$ cat src/design/sws_pkg.sv
// shared types and constants for the stack with search
`timescale 1ns / 1ps

package sws_pkg;

  localparam int DEPTH     = 16;
  localparam int WORD_W    = 32;
  localparam int POS_W     = 5;
  localparam int CNT_W     = $clog2(DEPTH + 1);
  localparam int IDX_W     = $clog2(DEPTH);
  localparam int POS_EXT_W = (IDX_W + 1 > POS_W) ? IDX_W + 1 : POS_W;

  typedef enum logic [1:0] {
    CMD_PUSH   = 2'd0,
    CMD_POP    = 2'd1,
    CMD_SEARCH = 2'd2,
    CMD_NONE   = 2'd3
  } cmd_t;

  typedef enum logic [1:0] {
    ST_OK        = 2'd0,
    ST_EMPTY     = 2'd1,
    ST_FULL      = 2'd2,
    ST_NOT_FOUND = 2'd3
  } status_t;

  typedef enum logic [1:0] {
    OP_HOLD = 2'd0,
    OP_PUSH = 2'd1,
    OP_POP  = 2'd2
  } cell_op_t;

  // broadcast to every cell of the chain
  typedef struct packed {
    cell_op_t            op;
    logic [WORD_W-1:0]   word;
  } cell_ctl_t;

endpackage

$ cat src/design/sws_cell.sv
// one stack cell: holds a word, shifts with its neighbors, compares with the target
`timescale 1ns / 1ps

module sws_cell (
  input  logic                       clk,
  input  logic                       rst,
  input  sws_pkg::cell_ctl_t         ctl,
  input  logic [sws_pkg::WORD_W-1:0] word_up,
  input  logic                       valid_up,
  input  logic [sws_pkg::WORD_W-1:0] word_dn,
  input  logic                       valid_dn,
  output logic [sws_pkg::WORD_W-1:0] word,
  output logic                       valid,
  output logic                       hit
);

  always_ff @(posedge clk) begin
    if (rst) begin
      valid <= 1'b0;
    end else begin
      case (ctl.op)
        sws_pkg::OP_PUSH: valid <= valid_up;
        sws_pkg::OP_POP:  valid <= valid_dn;
        default:          valid <= valid;
      endcase
    end
  end

  always_ff @(posedge clk) begin
    case (ctl.op)
      sws_pkg::OP_PUSH: word <= word_up;
      sws_pkg::OP_POP:  word <= word_dn;
      default:          word <= word;
    endcase
  end

  assign hit = valid && (word == ctl.word);

endmodule

$ cat src/design/sws_find.sv
// finds the topmost set hit bit and gives its position counted from 1
`timescale 1ns / 1ps

module sws_find (
  input  logic [sws_pkg::DEPTH-1:0] hits,
  output logic                      any,
  output logic [sws_pkg::POS_W-1:0] position
);

  logic [sws_pkg::DEPTH-1:0]     first;
  logic [sws_pkg::IDX_W-1:0]     idx;
  logic [sws_pkg::POS_EXT_W-1:0] pos_ext;

  // isolate the lowest set bit (cell 0 is the top)
  assign first = hits & (~hits + sws_pkg::DEPTH'(1));
  assign any   = |hits;

  always_comb begin
    idx = '0;
    for (int b = 0; b < sws_pkg::IDX_W; b++) begin
      for (int i = 0; i < sws_pkg::DEPTH; i++) begin
        if (((i >> b) & 1) == 1) begin
          idx[b] = idx[b] | first[i];
        end
      end
    end
  end

  assign pos_ext  = sws_pkg::POS_EXT_W'(idx) + sws_pkg::POS_EXT_W'(1);
  assign position = pos_ext[sws_pkg::POS_W-1:0];

endmodule

$ cat src/design/stack_with_search.sv
// top level of the lifo stack of signed words with a search command
`timescale 1ns / 1ps

// stack of DEPTH signed 32-bit words built as a chain of cells, cell 0
// holding the top word. a word is taken when start is high and busy is low;
// cmd selects push, pop or search. every word taken gives exactly one result
// word on status, popped_value and position, marked by done for one cycle.
// the receiver cannot stall: the result must be taken in the cycle it shows.
// push and pop shift the whole chain by one cell at once and show their
// result in the cycle after the command is taken, so they run one per cycle
// while busy stays low. a search compares the target in every cell at once
// when taken, then the registered compare results pick the topmost match
// while busy is high for a single cycle. a search or pop on an empty stack,
// a push on a full one and the unused command code answer in the cycle after.
module stack_with_search (
  input  logic                              clk,
  input  logic                              rst,
  input  logic                              start,
  output logic                              busy,
  input  logic [1:0]                        cmd,
  input  logic signed [sws_pkg::WORD_W-1:0] value,
  output logic                              done,
  output logic [1:0]                        status,
  output logic signed [sws_pkg::WORD_W-1:0] popped_value,
  output logic [sws_pkg::POS_W-1:0]         position
);

  localparam int D = sws_pkg::DEPTH;

  // chain of cells
  logic [sws_pkg::WORD_W-1:0] words [D];
  logic [D-1:0]               valids;
  logic [D-1:0]               hit_vec;
  sws_pkg::cell_ctl_t         ctl;

  // control and result registers
  logic [sws_pkg::CNT_W-1:0]  count;
  logic [sws_pkg::CNT_W-1:0]  count_next;
  logic                       pend;       // search waiting for its pick cycle
  logic [D-1:0]               hits;       // registered compare results
  sws_pkg::status_t           status_r;
  logic [sws_pkg::WORD_W-1:0] popped_r;
  logic [sws_pkg::POS_W-1:0]  position_r;

  logic                       accept;
  sws_pkg::cmd_t              cmd_c;
  logic                       is_empty;
  logic                       is_full;
  logic                       find_any;
  logic [sws_pkg::POS_W-1:0]  find_pos;

  assign accept   = start && !busy;
  assign cmd_c    = sws_pkg::cmd_t'(cmd);
  assign is_empty = (count == '0);
  assign is_full  = (count == sws_pkg::CNT_W'(D));
  assign busy     = pend;

  // chain shift control: a push on a non-full stack or a pop on a non-empty one moves every cell, else hold
  always_comb begin
    ctl.word = value;
    ctl.op   = sws_pkg::OP_HOLD;
    if (accept) begin
      case (cmd_c)
        sws_pkg::CMD_PUSH: if (!is_full)  ctl.op = sws_pkg::OP_PUSH;
        sws_pkg::CMD_POP:  if (!is_empty) ctl.op = sws_pkg::OP_POP;
        default:           ctl.op = sws_pkg::OP_HOLD;
      endcase
    end
  end

  always_comb begin
    count_next = count;
    case (ctl.op)
      sws_pkg::OP_PUSH: count_next = count + sws_pkg::CNT_W'(1);
      sws_pkg::OP_POP:  count_next = count - sws_pkg::CNT_W'(1);
      default:          count_next = count;
    endcase
  end

  for (genvar i = 0; i < D; i++) begin : g_cell
    logic [sws_pkg::WORD_W-1:0] up_word;
    logic                       up_valid;
    logic [sws_pkg::WORD_W-1:0] dn_word;
    logic                       dn_valid;

    // the top cell takes the pushed word, the bottom cell empties on a pop
    if (i == 0) begin : g_top
      assign up_word  = value;
      assign up_valid = 1'b1;
    end else begin : g_mid_up
      assign up_word  = words[i-1];
      assign up_valid = valids[i-1];
    end

    if (i == D - 1) begin : g_bot
      assign dn_word  = '0;
      assign dn_valid = 1'b0;
    end else begin : g_mid_dn
      assign dn_word  = words[i+1];
      assign dn_valid = valids[i+1];
    end

    sws_cell u_cell (
      .clk      (clk),
      .rst      (rst),
      .ctl      (ctl),
      .word_up  (up_word),
      .valid_up (up_valid),
      .word_dn  (dn_word),
      .valid_dn (dn_valid),
      .word     (words[i]),
      .valid    (valids[i]),
      .hit      (hit_vec[i])
    );
  end

  // topmost match from the registered compare results
  sws_find u_find (
    .hits     (hits),
    .any      (find_any),
    .position (find_pos)
  );

  // control state
  always_ff @(posedge clk) begin
    if (rst) begin
      count <= '0;
      pend  <= 1'b0;
      done  <= 1'b0;
    end else begin
      count <= count_next;
      pend  <= accept && (cmd_c == sws_pkg::CMD_SEARCH) && !is_empty;
      done  <= pend || (accept && !((cmd_c == sws_pkg::CMD_SEARCH) && !is_empty));
    end
  end

  // result payload
  always_ff @(posedge clk) begin
    hits <= hit_vec;
    if (pend) begin
      status_r   <= find_any ? sws_pkg::ST_OK : sws_pkg::ST_NOT_FOUND;
      popped_r   <= '0;
      position_r <= find_any ? find_pos : '0;
    end else if (accept) begin
      popped_r   <= '0;
      position_r <= '0;
      case (cmd_c)
        sws_pkg::CMD_PUSH: begin
          status_r <= is_full ? sws_pkg::ST_FULL : sws_pkg::ST_OK;
        end
        sws_pkg::CMD_POP: begin
          status_r <= is_empty ? sws_pkg::ST_EMPTY : sws_pkg::ST_OK;
          popped_r <= is_empty ? '0 : words[0];
        end
        sws_pkg::CMD_SEARCH: begin
          status_r <= sws_pkg::ST_EMPTY;
        end
        default: begin
          status_r <= sws_pkg::ST_OK;
        end
      endcase
    end
  end

  assign status       = status_r;
  assign popped_value = popped_r;
  assign position     = position_r;

  // a search in its pick cycle shows no result yet
  a_busy_no_done: assert property (@(posedge clk) disable iff (rst)
    busy |-> !done)
    else $error("result shown while a search is being resolved");

  // every result follows a taken word or a search pick cycle
  a_done_cause: assert property (@(posedge clk) disable iff (rst)
    done |-> ($past(start && !busy) || $past(busy)))
    else $error("result without a command");

  // fill count never exceeds the depth
  a_count_range: assert property (@(posedge clk) disable iff (rst)
    count <= sws_pkg::CNT_W'(D))
    else $error("fill count beyond depth");

  // occupied cells form a solid run from the top matching the fill count
  a_valid_run: assert property (@(posedge clk) disable iff (rst)
    valids == ~({D{1'b1}} << count))
    else $error("cell valid bits disagree with fill count");

endmodule
$ cat config.mk
export PLATFORM = sky130hd
export DESIGN_NAME = stack_with_search
export DESIGN_NICKNAME = d
export VERILOG_FILES = /design/src/design/sws_pkg.sv /design/src/design/sws_cell.sv /design/src/design/sws_find.sv /design/src/design/stack_with_search.sv
export SDC_FILE = /design/constraint.sdc
export NUM_CORES = 1
export LEC_CHECK = 0
export BUFFER_PORTS_ARGS = -buffer_cell sky130_fd_sc_hd__buf_2
export CAP_MARGIN = 20
export CORE_MARGIN = 2
export CORE_UTILIZATION = 63
export DETAILED_ROUTE_END_ITERATION = 16
export PLACE_DENSITY = 0.89
export SYNTH_ARGS = -nofsm -noshare
export SYNTH_HDL_FRONTEND = slang
export SYNTH_HIERARCHICAL = 1
export SYNTH_SLANG_ARGS = --single-unit
$ cat constraint.sdc
create_clock -name clk -period 3.53 [get_ports clk]
set_input_delay 0.1765 -clock clk [delete_from_list [all_inputs] [get_ports clk]]
set_output_delay 0.1765 -clock clk [all_outputs]
set_load 0.05 [all_outputs]
# [Word-level counts from Yosys, hierarchy flattened]
# Index checks and enable logic that the tools add are counted.
[word_totals] elab_cells=172 input_bits=37 reg_bits=590 out_inout_bits=41
[classes] n_mux=48 add_sub_neg=4 bitwise_logic=30 reduce_logical=30 eq_ne=21
[ops] cell="one-hot mux 32 bit (2 select lines)" n=16
[ops] cell="== test 32 bit" n=16
[ops] cell="two-way mux 32 bit" n=2
[ops] cell="one-hot mux 1 bit (2 select lines)" n=16
[ops] cell="bitwise OR 1 bit" n=28
[ops] cell="logical AND 1 bit" n=21
[ops] cell="adder 16 x 1 -> 16 bit, second input constant" n=1
[ops] cell="AND 16 bit" n=1
[ops] cell="NOT 16 bit" n=1
[ops] cell="OR reduction 16 bit" n=1
[ops] cell="two-way mux 5 bit" n=3
[ops] cell="two-way mux 2 bit" n=6
[ops] cell="one-hot mux 5 bit (2 select lines)" n=1
[ops] cell="one-hot mux 2 bit (3 select lines)" n=1
[ops] cell="adder 4 x 1 -> 5 bit, second input constant" n=1
[ops] cell="adder 5 x 1 -> 5 bit, second input constant" n=1
[ops] cell="== test 5 bit, second input constant" n=1
[ops] cell="zero test 5 bit" n=1
[ops] cell="subtractor 5 x 1 -> 5 bit, second input constant" n=1
[ops] cell="== test 2 x 1 -> 1 bit, second input constant" n=2
[ops] cell="== test 2 bit, second input constant" n=2
[ops] cell="one-hot mux 2 bit (2 select lines)" n=1
[ops] cell="nonzero test 2 bit" n=2
[ops] cell="zero test 1 bit" n=3
[ops] cell="other kinds (3)" n=4

# [Longest topological paths before layout]
# Gate-level depths: netlist of run 1.
[logic_depth] ltp_word=13 ltp_mapped=11 mapped_depth_nobuf=10

# [Hierarchy]
# Netlist of run 1, hierarchy kept.
[by_module_without_submodules] module="sws_cell" cells_each=120 instances=16 area_per_inst_um2=1759.2 seq_area_each_um2=980.9
[by_module_without_submodules] module="stack_with_search" cells_each=236 instances=1 area_per_inst_um2=2383.5 seq_area_each_um2=1311.3
[by_module_without_submodules] module="sws_find" cells_each=43 instances=1 area_per_inst_um2=274.0 seq_area_each_um2=0.0

# [Worst setup path before layout of run 1]
# OpenSTA, ideal clock, no wires.
[synth_timing] kind="register -> register" from="reg count[0] in the netlist's numbering" to="reg count[4] in the netlist's numbering" t_arrival_ns=2.623 setup_time_ns=0.121 required_time_ns=3.409 period_less_slack_ns=2.744 path_stages_with_launch=12 slack_ns=0.786 path_cell_list="dfxtp_1 > nor4_4 > a21boi_4 > buf_6 > and2_4 > ha_1 > inv_1 > fa_1 > nand2b_1 > a21oi_1 > mux2i_1 > mux2_2"
[synth_rtl] item="from (decl)" line="stack_with_search.sv:37" source="logic [sws_pkg::CNT_W-1:0] count;"
[synth_rtl] item="from (signal assigned)" line="stack_with_search.sv:131" source="count <= count_next;"

==> key figures, run 1 <==
Die
  – Die area: 0.0507 mm²
  – Initial Util: 63.3%
  – Core Region: 0.0486 mm²
  – I/O pins: 78
  – Row count: 81
  – Die height: 225 µm
  – Chip Width: 225 µm

CTS
  – Root Buffer Master: clkbuf_16
  – Total CTS buffers: 58
  – Maximum root-to-sink buffer count: 3
  – Clk sink count: 590
  – TritonCTS clock tree: yes
  – Clock transition at path regs: 0.06 ns
  – Clock latency on the worst-skew pair: 0.63 ns
  – Htree depth: 2
  – Post-CTS resize count: 0

Critical path
  – Reg2reg setup slack: 0.69 ns
  – Slowest-stage cell, CP: nor4_4
  – Crit-path max cell delay: 0.46 ns
  – Crit-path cells: nor4_4, nand2_1, nand3_1, inv_1, inv_1, ha_1, buf_4, mux2_2
  – Worst path arrival time: 3.20 ns
  – Crit-path max FO: 28
  – CP Data Required Time: 3.89 ns
  – Buf/Inv on CP: 3
  – Worst path top cell family by delay: buffers and inverters
  – Crit start category: register
  – CP Class: reg -> reg
  – Reg2reg end: g_cell[5].u_cell/word[22]
  – Worst R2R Start: count[0]
  – Most Frequent Cell on Critical Path: inv_1
  – R2R depth: 8
  – Setup crit end kind: register

Power and ir drop
  – VDD IR max: 0.353 mV
  – Sequential share of power: 52.2%
  – Psw: 3.63 mW
  – Leakage: 11.7 nW
  – Clock power share: 39.5%
  – Logic pwr share: 8.3%
  – Power per cell area: 461 mW/mm²
  – Internal power: 12.0 mW
  – Switching share of power: 23.3%

Placement
  – DP HPWL: 49500 µm
  – Port Buffer Count: 77
  – DP Cell Count: 2884
  – Routability congestion estimate from global placement: 0.901

Finish
  – # nets final: 2383
  – Most frequent cells in the layout: edfxtp_1, mux2_2, xor2_1
  – ANT cells: 0
  – Layout Area Growth over Synthesis: 9.85%
  – Layout cell share with drive strength beyond 1: 31.1%
  – Fin cells: 2995
  – Fillers: 3182
  – Commonest non-fill, non-tap cell in the layout: edfxtp_1

Logic synthesis
  – Post-synth ARST share: 0%
  – Register bit total from synthesis: 590
  – Synth Area per Inst: 14.0 µm²
  – Post-synth EDFFs: 519
  – Library cells used by synthesis: 48
  – Most used flip-flop cell after synthesis: edfxtp_1
  – Seq/Total Area, Yosys: 55.2%
  – Synthesis Warnings: 6
  – Synth Instances: 2199
  – Synth Cell Area: 0.0308 mm²

STA
  – Endpoints failing setup: 0
  – Tightest Pin Transition: 0.656 ns
  – Unrepaired setup endpoints after global routing: no
  – Slew headroom: 55.8%
  – Fin. max-slew vios: 0
  – Final TNS setup: 0 ns
  – Fmax: 0.352 GHz
  – Hold Vio Cnt, Final: 0
  – Final period util: 80.4%
  – Skew final: 0.0261 ns
  – Fin crit period: 2.84 ns

Routing
  – Vias per inst: 6.12
  – Number of routed nets with antenna violations: 0
  – Avg WL per Cell: 23.0 µm
  – DR iter-0 viols: 1427
  – Detailed Routing Iterations Pass 1: 6
  – DRT Wirelength: 69000 µm
  – DRC Markers: 0
  – Vias: 18300

Hold path
  – Hold wc startpoint: cmd[1]
  – Hold endpoint: status[1]
  – Hold Crit Class: in -> reg
  – Hold Crit Depth: 4

Status
  – Status: finished, final reports clean

Run
  – Max cap viols: 0

GRT
  – Largest net degree at the start of global routing: 67
  – Grt ovf: 0
  – Global-route wire length before repair: 107000 µm
  – Number of global-route vias before repair: 19400
  – Initial antenna violation count: 1
  – GRT Util Overall: 27.1%
## metrics by stage
step                cell area [µm²]  worst slack, ns  utilization [%]  hold WS [ns]  power (mW)
finish                        33800            0.691             69.6        0.0336        15.6
global route                  33800            0.464             69.6        0.0320        16.1
CTS                           33800            0.663             69.6       0.00971        15.7
detailed placement            32000            0.719             65.7         0.458        9.56
global placement              32000            0.800             65.7         0.458        9.47
floorplan                     30900            0.786                -         0.249        9.07
## Yosys cell counts (2+ instances only)
| cell | count | area (µm²) |
|---|---|---|
| nand2_1 | 7 | 26.3 |
| clkbuf_1 | 13 | 48.8 |
| ha_1 | 21 | 263 |
| xnor2_1 | 17 | 149 |
| nor2b_1 | 3 | 18.8 |
| nand3_2 | 10 | 100 |
| edfxtp_1 | 519 | 15600 |
| nor4_4 | 2 | 42.5 |
| nor4_1 | 114 | 713 |
| mux2_2 | 513 | 5780 |
| nor2_1 | 54 | 203 |
| conb_1 | 2 | 7.51 |
| nand2b_1 | 35 | 219 |
| a21oi_1 | 55 | 275 |
| buf_2 | 65 | 325 |
| nor3_2 | 16 | 160 |
| nor3_1 | 19 | 95.1 |
| buf_6 | 3 | 33.8 |
| o311ai_1 | 2 | 17.5 |
| dfxtp_1 | 71 | 1420 |
| nand4_1 | 16 | 100 |
| xor2_1 | 498 | 4360 |
| mux2i_1 | 18 | 180 |
| nand3_1 | 57 | 285 |
| inv_1 | 41 | 154 |
| o21ai_0 | 2 | 10.0 |
| and3_1 | 5 | 31.3 |
## tightest hold or removal path: cells and delay by family
family                 cells  cell delay [ns]
AND/OR/NAND/NOR            2             0.14
buffers and inverters      1             0.10
multiplexers               1             0.07
## layer usage
layer / GRT usage, % / wire length (µm) / vias to the layer above
li1: - / - / 8332
met1: 33.8 / 27900 / 9334
met2: 48.1 / 35500 / 537
met3: 5.54 / 4050 / 127
met4: 7.03 / 1550 / 2
met5: 0 / 11 / -
## power by group through the flow
stage / combinational, mW / clock, mW / sequential (mW)
2_1_floorplan: 0.818 / 0 / 8.25
3_3_place_gp: 1.19 / 0 / 8.29
3_5_place_dp: 1.26 / 0 / 8.30
4_1_cts: 1.28 / 6.24 / 8.15
5_1_grt: 1.39 / 6.50 / 8.17
6_report: 1.30 / 6.16 / 8.15
## how the worst max path moves through the flow
stage	startpoint	end	slack, ns	cells after the start
2_1_floorplan	count[0]	count[4]	0.79	11
3_3_place_gp	cmd[0]	count[4]	0.80	11
3_5_place_dp	count[0]	g_cell[5].u_cell/word[24]	0.72	8
4_1_cts	count[0]	g_cell[5].u_cell/word[24]	0.66	8
5_1_grt	count[0]	count[4]	0.46	10
6_report	count[0]	g_cell[5].u_cell/word[22]	0.69	8
## state kept, by name, indices dropped and copies added, names as in the netlist
name / flops
busy: 1
count: 5
done: 1
g_cell.u_cell/valid: 16
g_cell.u_cell/word: 512
hits: 16
popped_value: 32
position: 5
status: 2
## cell families (layout without fill, tap and decap cells)
group	Yosys count	count (layout)	synth area share [%]
DFF	590	590	55.2
muxes	531	531	19.3
xor gates and xnor gates	515	515	14.6
and+or+nand+nor	348	348	6.74
buffers and inverters	122	264	1.82
AOI/OAI and AO/OA	69	69	1.30
adders and majority gates	22	22	0.918
other	2	34	0.0244
## what timing repair did
action / in CTS / in global routing
setup buffers: 0 / 0
hold buffers: 2 / 0
hold endpoints to repair: 6 / 0
## area by class of cell
cell class | count | area (µm²) | share of cell area [%]
Clock inverter | 24 | 268 | 0.791
Inverter | 41 | 154 | 0.455
Clock buffer | 85 | 1580 | 4.68
Multi-Input combinational cell | 1519 | 13400 | 39.5
Timing Repair Buffer | 114 | 693 | 2.05
Tap cell | 622 | 778 | 2.30
Sequential cell | 590 | 17000 | 50.3
(Power assumes the default switching activity.)
==> inputs of run 2 (changes only) <==
Settings changed: CORE_UTILIZATION 63 to 57, PLACE_DENSITY 0.89 to 0.86.
Clock period 3.53 ns to 2.4 ns, I/O delays scaled along.
==> key figures, run 2 (same netlist as run 1, synthesis figures left out) <==
Status
  – Status: complete, but fails checks
  – Failing checks: negative setup slack

Placement
  – Routability congestion estimate from global placement: 0.845 (-6.2%)
  – Port Buffer Count: 77 (unchanged)
  – DP HPWL: 50600 µm (+2.3%)

Routing
  – DR iter-0 viols: 1519 (+6.4%)
  – DRT Wirelength: 69300 µm (+0.35%)
  – Detailed Routing Iterations Pass 1: 5 (-1)
  – Number of routed nets with antenna violations: 0 (unchanged)
  – Avg WL per Cell: 22.4 µm (-2.8%)
  – Vias per inst: 5.89 (-3.7%)
  – DRC Markers: 0 (unchanged)
  – Vias: 18200 (-0.66%)

Die
  – Die area: 0.0559 mm² (+10%)
  – Core Region: 0.0536 mm² (+10%)
  – Row count: 85 (+4.9%)
  – Die height: 236 µm (+5.0%)
  – I/O pins: 78 (unchanged)
  – Chip Width: 236 µm (+5.0%)
  – Initial Util: 57.5% (-5.9 points)

Critical path
  – Reg2reg end: count[4]
  – Most Frequent Cell on Critical Path: ha_4
  – R2R depth: 11 (+3)
  – Worst setup path startpoint: count[3]
  – Worst path top cell family by delay: multiplexers
  – Crit-path max FO: 4 (-86%)
  – Setup crit end kind: register
  – Crit start category: register
  – Setup crit end: count[4]
  – Worst R2R Start: count[3]
  – CP Class: reg -> reg
  – Worst path arrival time: 2.93 ns (-0.27 ns)
  – Slowest-stage cell, CP: mux2_2
  – Reg2reg setup slack: -0.03 ns (-0.72 ns)
  – Crit-path max cell delay: 0.34 ns (-0.12 ns)
  – CP Data Required Time: 2.90 ns (-0.99 ns)
  – Crit path depth: 11 (+3)
  – Crit-path cells: nor4_4, buf_4, a21boi_4, and2_4, ha_4, buf_6, ha_4, nand2b_4, a21oi_4, mux2i_1, mux2_2
  – Buf/Inv on CP: 2 (-1)

GRT
  – Grt ovf: 0 (unchanged)
  – Initial antenna violation count: 3 (+2)
  – Largest net degree at the start of global routing: 67 (unchanged)
  – GRT Util Overall: 24.7% (-2.4 points)
  – Number of global-route vias before repair: 19700 (+1.6%)
  – Global-route wire length before repair: 109000 µm (+2.1%)

Power and ir drop
  – Power per cell area: 668 mW/mm² (+45%)
  – Total power draw: 23.2 mW (+48%)
  – Leakage: 11.8 nW (+0.91%)
  – VDD IR max: 0.607 mV (+72%)

Run
  – Max cap viols: 0 (unchanged)

Finish
  – # nets final: 2407 (+1.0%)
  – Multi-input logic area: 0.0134 mm² (+0.51%)
  – Fillers: 3757 (+18%)
  – ANT cells: 0 (unchanged)
  – Largest Register: g_cell.u_cell/word
  – Layout cell share with drive strength beyond 1: 33.2% (+2.1 points)
  – Max reg flops: 512 (unchanged)
  – Layout Area Growth over Synthesis: 12.6%
  – FF+latch area: 0.0170 mm² (about the same)
  – Most frequent cells in the layout: edfxtp_1, mux2_2, xor2_1
  – Core Util, Final: 64.7% (-4.8 points)
  – Commonest non-fill, non-tap cell in the layout: edfxtp_1

Hold path
  – Hold Crit Class: in -> reg

CTS
  – Htree depth: 2 (unchanged)
  – Clk sink count: 590 (unchanged)
  – Clock transition at path regs: 0.06 ns (about the same)
  – Total CTS buffers: 60 (+3.4%)
  – Maximum root-to-sink buffer count: 3 (unchanged)
  – Root Buffer Master: clkbuf_16
  – Clock latency on the worst-skew pair: 0.62 ns (about the same)
  – TritonCTS clock tree: yes

STA
  – Slew headroom: 53.7% (-2.2 points)
  – Final period util: 101% (+21 points)
  – Tightest Pin Transition: 0.688 ns (+0.0322 ns)
  – Hold_ws: 0.0754 ns (+0.0418 ns)
  – Endpoints failing setup: 2 (+2)
  – Fmax: 0.411 GHz (+17%)
  – Fin. max-slew vios: 0 (unchanged)
  – Hold Vio Cnt, Final: 0 (unchanged)
  – Fin crit period: 2.43 ns (-0.407 ns)
  – Final worst slack: -0.0311 ns (-0.723 ns)
  – Unrepaired setup endpoints after global routing: yes
  – Skew final: 0.0176 ns (-0.00849 ns)
run 2: cell types whose count changed in the layout (fill, tap and decap cells not counted), moves of 3 or more:
cell	previous run	this run
buf_12	2	32
inv_1	41	23
clkinvlp_4	0	16
buf_4	33	22
clkbuf_1	25	14
clkinv_1	8	15
dfxtp_1	71	65
clkbuf_16	59	63
clkbuf_8	1	5
dfxtp_2	0	4
clkinv_2	8	5
ha_1	21	18
ha_4	0	3
run 2: how the worst min path moves through the flow:
stage	slack [ns]	endpoint	cells after the start	start
3_5_place_dp	0.46	popped_value[27]	2	popped_value[27]
4_1_cts	0.06	g_cell[0].u_cell/word[25]	2	value[25]
5_1_grt	0.07	g_cell[0].u_cell/word[25]	2	value[25]
6_report	0.08	g_cell[0].u_cell/word[25]	2	value[25]
2_1_floorplan	0.19	g_cell[0].u_cell/valid	1	rst
3_3_place_gp	0.46	popped_value[20]	2	popped_value[20]
run 2: worst register-to-register path, stage by stage, from the launching register on:
cell	delay [ns]
dfxtp_2	0.33
nor4_4	0.29
buf_4	0.17
a21boi_4	0.05
and2_4	0.17
ha_4	0.16
buf_6	0.13
ha_4	0.28
nand2b_4	0.06
a21oi_4	0.14
mux2i_1	0.20
mux2_2	0.34
run 2: routing by layer:
layer	share of wire, %	vias up	track usage, %	wire, µm
li1	-	8394	-	-
met3	5.9	128	4.20	4060
met4	2.3	6	7.23	1630
met2	51	477	43.3	35300
met5	0.051	-	0	35
met1	41	9206	31.4	28300
run 2: where the power goes:
group / total [mW] / internal (mW) / switching [mW]
sequential: 12.0 / 11.6 / 0.354
clock: 9.18 / 5.34 / 3.84
combinational: 2.01 / 0.857 / 1.15
total: 23.2 / 17.8 / 5.34
run 2: metrics by stage:
step | worst slack, ns | setup TNS (ns) | std cells | area (µm²)
4_1_cts | -0.0563 | -0.0723 | 3084 | 34600
3_3_place_gp | -0.00147 | -0.00147 | 2969 | 32600
3_5_place_dp | -0.0875 | -1.66 | 2969 | 32600
2_1_floorplan | -0.129 | -4.35 | 2231 | 31000
5_1_grt | -0.131 | -0.253 | 3091 | 34700
6_report | -0.0311 | -0.0449 | 3091 | 34700
run 2: cell type report:
cell class | count | area share [%]
flip-flops and latches | 590 | 49.1
clock buffers | 82 | 4.89
inverters | 41 | 0.624
well taps | 696 | 2.51
repair buffers | 136 | 3.58
multi-input cells | 1519 | 38.7
clock inverters | 27 | 0.649
run 2: timing repair:
action,4_1_cts,5_1_grt
hold buffers,4,0
cloned,0,0
gates resized for setup,5,2
buffers inserted,2,7
pin swaps,6,2
setup endpoints to repair,84,230
hold endpoints to repair,13,0
